--- src/hw/rtl/doubly_linked_list_cursor_engine_top_defines.svh ---
// Assertion helpers for the linked list cursor engine.
`ifndef DOUBLY_LINKED_LIST_CURSOR_ENGINE_TOP_DEFINES_SVH
`define DOUBLY_LINKED_LIST_CURSOR_ENGINE_TOP_DEFINES_SVH

// Implication checked on every rising clock edge outside reset.
`define DLL_ASSERT_IMPL(label, ante, cons, msg) \
  label: assert property (@(posedge clk) disable iff (rst) (ante) |-> (cons)) \
    else $error(msg);

// Next-cycle implication checked outside reset.
`define DLL_ASSERT_NEXT(label, ante, cons, msg) \
  label: assert property (@(posedge clk) disable iff (rst) (ante) |=> (cons)) \
    else $error(msg);

`endif

--- src/hw/rtl/dllce_link_mem.sv ---
// ----------------------------------------------------------------------------
// dllce_link_mem
// Node pool memory: one write port, one read port, registered read data.
// ----------------------------------------------------------------------------
module dllce_link_mem #(
  parameter int WIDTH = 8,
  parameter int DEPTH = 256,
  localparam int AW = (DEPTH > 1) ? $clog2(DEPTH) : 1
) (
  input  logic             clk,
  input  logic             we,
  input  logic [AW-1:0]    waddr,
  input  logic [WIDTH-1:0] wdata,
  input  logic [AW-1:0]    raddr,
  output logic [WIDTH-1:0] rdata
);

  logic [WIDTH-1:0] mem [DEPTH];

  always_ff @(posedge clk) begin
    if (we) begin
      mem[waddr] <= wdata;
    end
    rdata <= mem[raddr];
  end

endmodule
--- config.mk ---
export PLATFORM = sky130hd
export DESIGN_NAME = dllce_link_mem
export DESIGN_NICKNAME = d
export VERILOG_FILES = /design/src/hw/rtl/doubly_linked_list_cursor_engine_top_defines.svh /design/src/hw/rtl/dllce_link_mem.sv
export SDC_FILE = /design/constraint.sdc
export NUM_CORES = 2
export LEC_CHECK = 0
export ABC_AREA = 1
export BUFFER_PORTS_ARGS = -buffer_cell sky130_fd_sc_hd__buf_2
export CAP_MARGIN = 20
export CORE_UTILIZATION = 35
export CTS_CLUSTER_SIZE = 40
export DETAILED_ROUTE_END_ITERATION = 8
export PLACE_DENSITY = 0.57
export SYNTH_ARGS = -nofsm -noshare
export SYNTH_HDL_FRONTEND = slang
export SYNTH_SLANG_ARGS = --single-unit
export TNS_END_PERCENT = 10
--- constraint.sdc ---
create_clock -name clk -period 1.5 [get_ports clk]
set_input_delay 0.075 -clock clk [delete_from_list [all_inputs] [get_ports clk]]
set_output_delay 0.075 -clock clk [all_outputs]
set_load 0.02 [all_outputs]
==> results.toml <==
[global_routing]
grt_pass1_wl_um = 365600
grt_start_max_net_pins = 74
grt_usage = 0.2022
grt-ovfl-total = 0
grt_pass1_vias = 54970
antenna_found_initial = 11

[clock_network]
cts_sinks = 2056
clock_path_buffers = 3
path_clk_slew_ns = 0.06
cts_tree = "yes"
clk_root_buffer_cell = "clkbuf_16"
clk-insertion-delay-late_ns = 0.84
post_cts_buffers = 0
postCtsHoldBufs = 9
cts_made_buffers = 210
htreeDepth = 4

[synth]
synth_cell_types = 14
synth_area_per_cell_um2 = 11.91
yosys.area.top_type = "edfxtp_1"
ys_warn_count = 0
yosys_register_bits = 2056
synth_edf_count = 2048
syn-cell-area_um2 = 83400
synth_nets = 7029
synth.top_cell.area_share = 0.7374
ys_async_sr_fraction = 0
ys_seq_area_frac = 0.7394
synthTopCellsByArea = "edfxtp_1 74%, nand3_1 12%, nand2_1 9.6%"
ys.flop_type = "edfxtp_1"
synthesis.instances = 7003

[place]
placed_area_um2 = 92930
gp_congestion = 0.8968
io_buffers = 33
dp_hpwl_um = 158400

[worst_setup_path]
crit_type = "register to register"
cp_max_fo = 1
cp-start-kind = "register"
worstSetupEndpointType = "register"
worstPathArrival_ns = 2.30
cp.required_ns = 2.23
rr_endpoint = "rdata[6]"
reg2reg_depth = 10
rr_startpoint = "mem[97][6]"
rrSetupSlack_ns = -0.06

[sta]
fin_ws_ns = -0.06411
worst_pin_slew_ns = 0.6272
slew_headroom = 0.5814
fin_crit_ns = 1.564
rsz0062_at_grt = "yes"
fin_crit_sh = 1.043
hold_violations = 8
timing.hold.ws_ns = -0.2383
fmax_mhz = 639.3
drv_slew = 0
final-setup-viol-count = 8
fin_skew_ns = 0.04602

[routing]
drt-initial-drc-count = 6515
top_layer_used = "met5"
drt-pass1-iter-count = 6
wl_met2_um = 117600
wl_met3_um = 17640
wirelength_um = 248300
vias = 56700
viasPerCell = 5.235
ant_nets = 0
drt-met1-wl_um = 103700
wl_per_cell_um = 22.93
remaining_drc_errors = 0

[status]
violations = "hold timing, setup timing"
status = "complete, but fails checks"

[worst_hold_path]
whs_endpoint = "rdata[7]"
hold_depth = 3
hold_start = "raddr[7]"
hold_path_class = "input port to register"

[floorplan]
core_area_um2 = 236100
start_util = 0.3533
die_y_um = 490.1
num_rows = 178
die_x_um = 490.1
dieArea_um2 = 240200
num_io_pins = 34

[power]
vdd_drop_max_mv = 0.9668
power.density_nw_per_um2 = 1219
leakagePower_nw = 36.40
power_mw = 124.5

[cells_and_area]
area_delta_synth_final_pct = 22.40
multi_input_area_um2 = 21400
seq_area_um2 = 61670
nets = 7527
fillCellCount = 21680
final_cell_area_um2 = 102100
drive_above_1_share = 0.1852

[flow_run]
drv_cap = 0
==> final cells by class <==
cell class	instances	area share
flip-flops and latches	2056	0.6042
multi-input cells	4425	0.2097
clock inverters	121	0.01200
clock buffers	263	0.05465
repair buffers	769	0.07895
well taps	3150	0.03861
inverters	39	0.001765
diodes	7	0.0001716
==> flip-flops by register name, summed over array words and instances, names as in the netlist <==
register	flops
rdata	8
mem	2048
==> how the worst max path moves through the flow <==
stage | slack (ns) | start | endpoint
floorplan | -0.07 | we | mem[162][0]
global placement | -0.99 | raddr[1] | rdata[0]
detailed placement | -0.98 | raddr[0] | rdata[6]
CTS | -0.07 | mem[4][1] | rdata[1]
global route | -0.12 | mem[41][6] | rdata[6]
finish | -0.06 | mem[97][6] | rdata[6]
==> stage by stage <==
step           TNS [ns]  setup slack (ns)  std cells    util  hold WS (ns)
2_1_floorplan    -14.13          -0.06647       7003       -        0.1739
3_3_place_gp     -36.01           -0.9906      10430  0.3936        0.4209
3_5_place_dp     -78.56           -0.9837      10430  0.3936        0.4178
4_1_cts         -0.5442          -0.06761      10830  0.4273       -0.2843
5_1_grt         -0.7961           -0.1245      10830  0.4324       -0.2874
6_report        -0.3260          -0.06411      10830  0.4324       -0.2383
==> layer usage <==
metal / vias up / global-route usage
li1: 25910 / -
met4: 2 / 0.07251
met5: - / 0
met3: 432 / 0.02955
met1: 28150 / 0.2751
met2: 2208 / 0.3289
==> where the power goes <==
part           total (mW)  switching (mW)  internal [mW]
registers            63.4          0.0801           63.3
clock network        51.8            22.2           29.6
logic                9.26            6.38           2.88
total                 124            28.7           95.8
==> logic make-up after synthesis <==
group | after synthesis | synth area share
buffers and inverters | 522 | 0.03119
flip-flops | 2056 | 0.7394
AND/OR/NAND/NOR | 4425 | 0.2295
==> layout by cell type (no fill, tap or decap), types with 4 or more instances in the layout <==
| cell type | netlist | routed |
|---|---|---|
| buf_12 | 0 | 176 |
| clkbuf_8 | 0 | 4 |
| buf_4 | 46 | 557 |
| nand3_2 | 0 | 246 |
| clkinv_16 | 0 | 4 |
| diode_2 | 0 | 7 |
| nand2_1 | 2123 | 2088 |
| nand2_2 | 0 | 28 |
| nand2_4 | 0 | 7 |
| nand3_1 | 2019 | 1700 |
| dlygate4sd3_1 | 0 | 9 |
| clkbuf_16 | 0 | 214 |
| nand3_4 | 0 | 73 |
| clkinv_2 | 0 | 39 |
| buf_2 | 268 | 13 |
| clkinvlp_4 | 0 | 6 |
| nor2_1 | 283 | 283 |
| bufinv_16 | 0 | 19 |
| inv_6 | 0 | 4 |
| inv_1 | 36 | 34 |
| clkinv_1 | 0 | 43 |
| edfxtp_1 | 2048 | 2048 |
| clkbuf_1 | 112 | 45 |
| buf_8 | 1 | 11 |
==> Yosys cell counts (2+ instances only) <==
library cell / count
buf_1: 40
buf_2: 268
buf_4: 46
buf_6: 16
clkbuf_1: 112
dfxtp_1: 8
edfxtp_1: 2048
inv_1: 36
inv_2: 2
nand2_1: 2123
nand3_1: 2019
nor2_1: 283
==> critical path, stage by stage, from the launching register on <==
cell,delay (ns)
edfxtp_1,0.36
nand2_1,0.08
nand3_1,0.10
nand3_2,0.11
nand3_2,0.13
nand3_4,0.14
nand3_4,0.11
nand3_4,0.13
nand2_2,0.10
nand2_4,0.12
nand2_1,0.07
==> what timing repair did <==
| item | CTS | global route |
|---|---|---|
| pin swaps | 34 | 105 |
| resized for setup | 213 | 228 |
| setup endpoints to repair | 16 | 10 |
| endpoints found under the hold margin | 2057 | 8 |
Note: power is estimated with default switching activity, not from simulation.
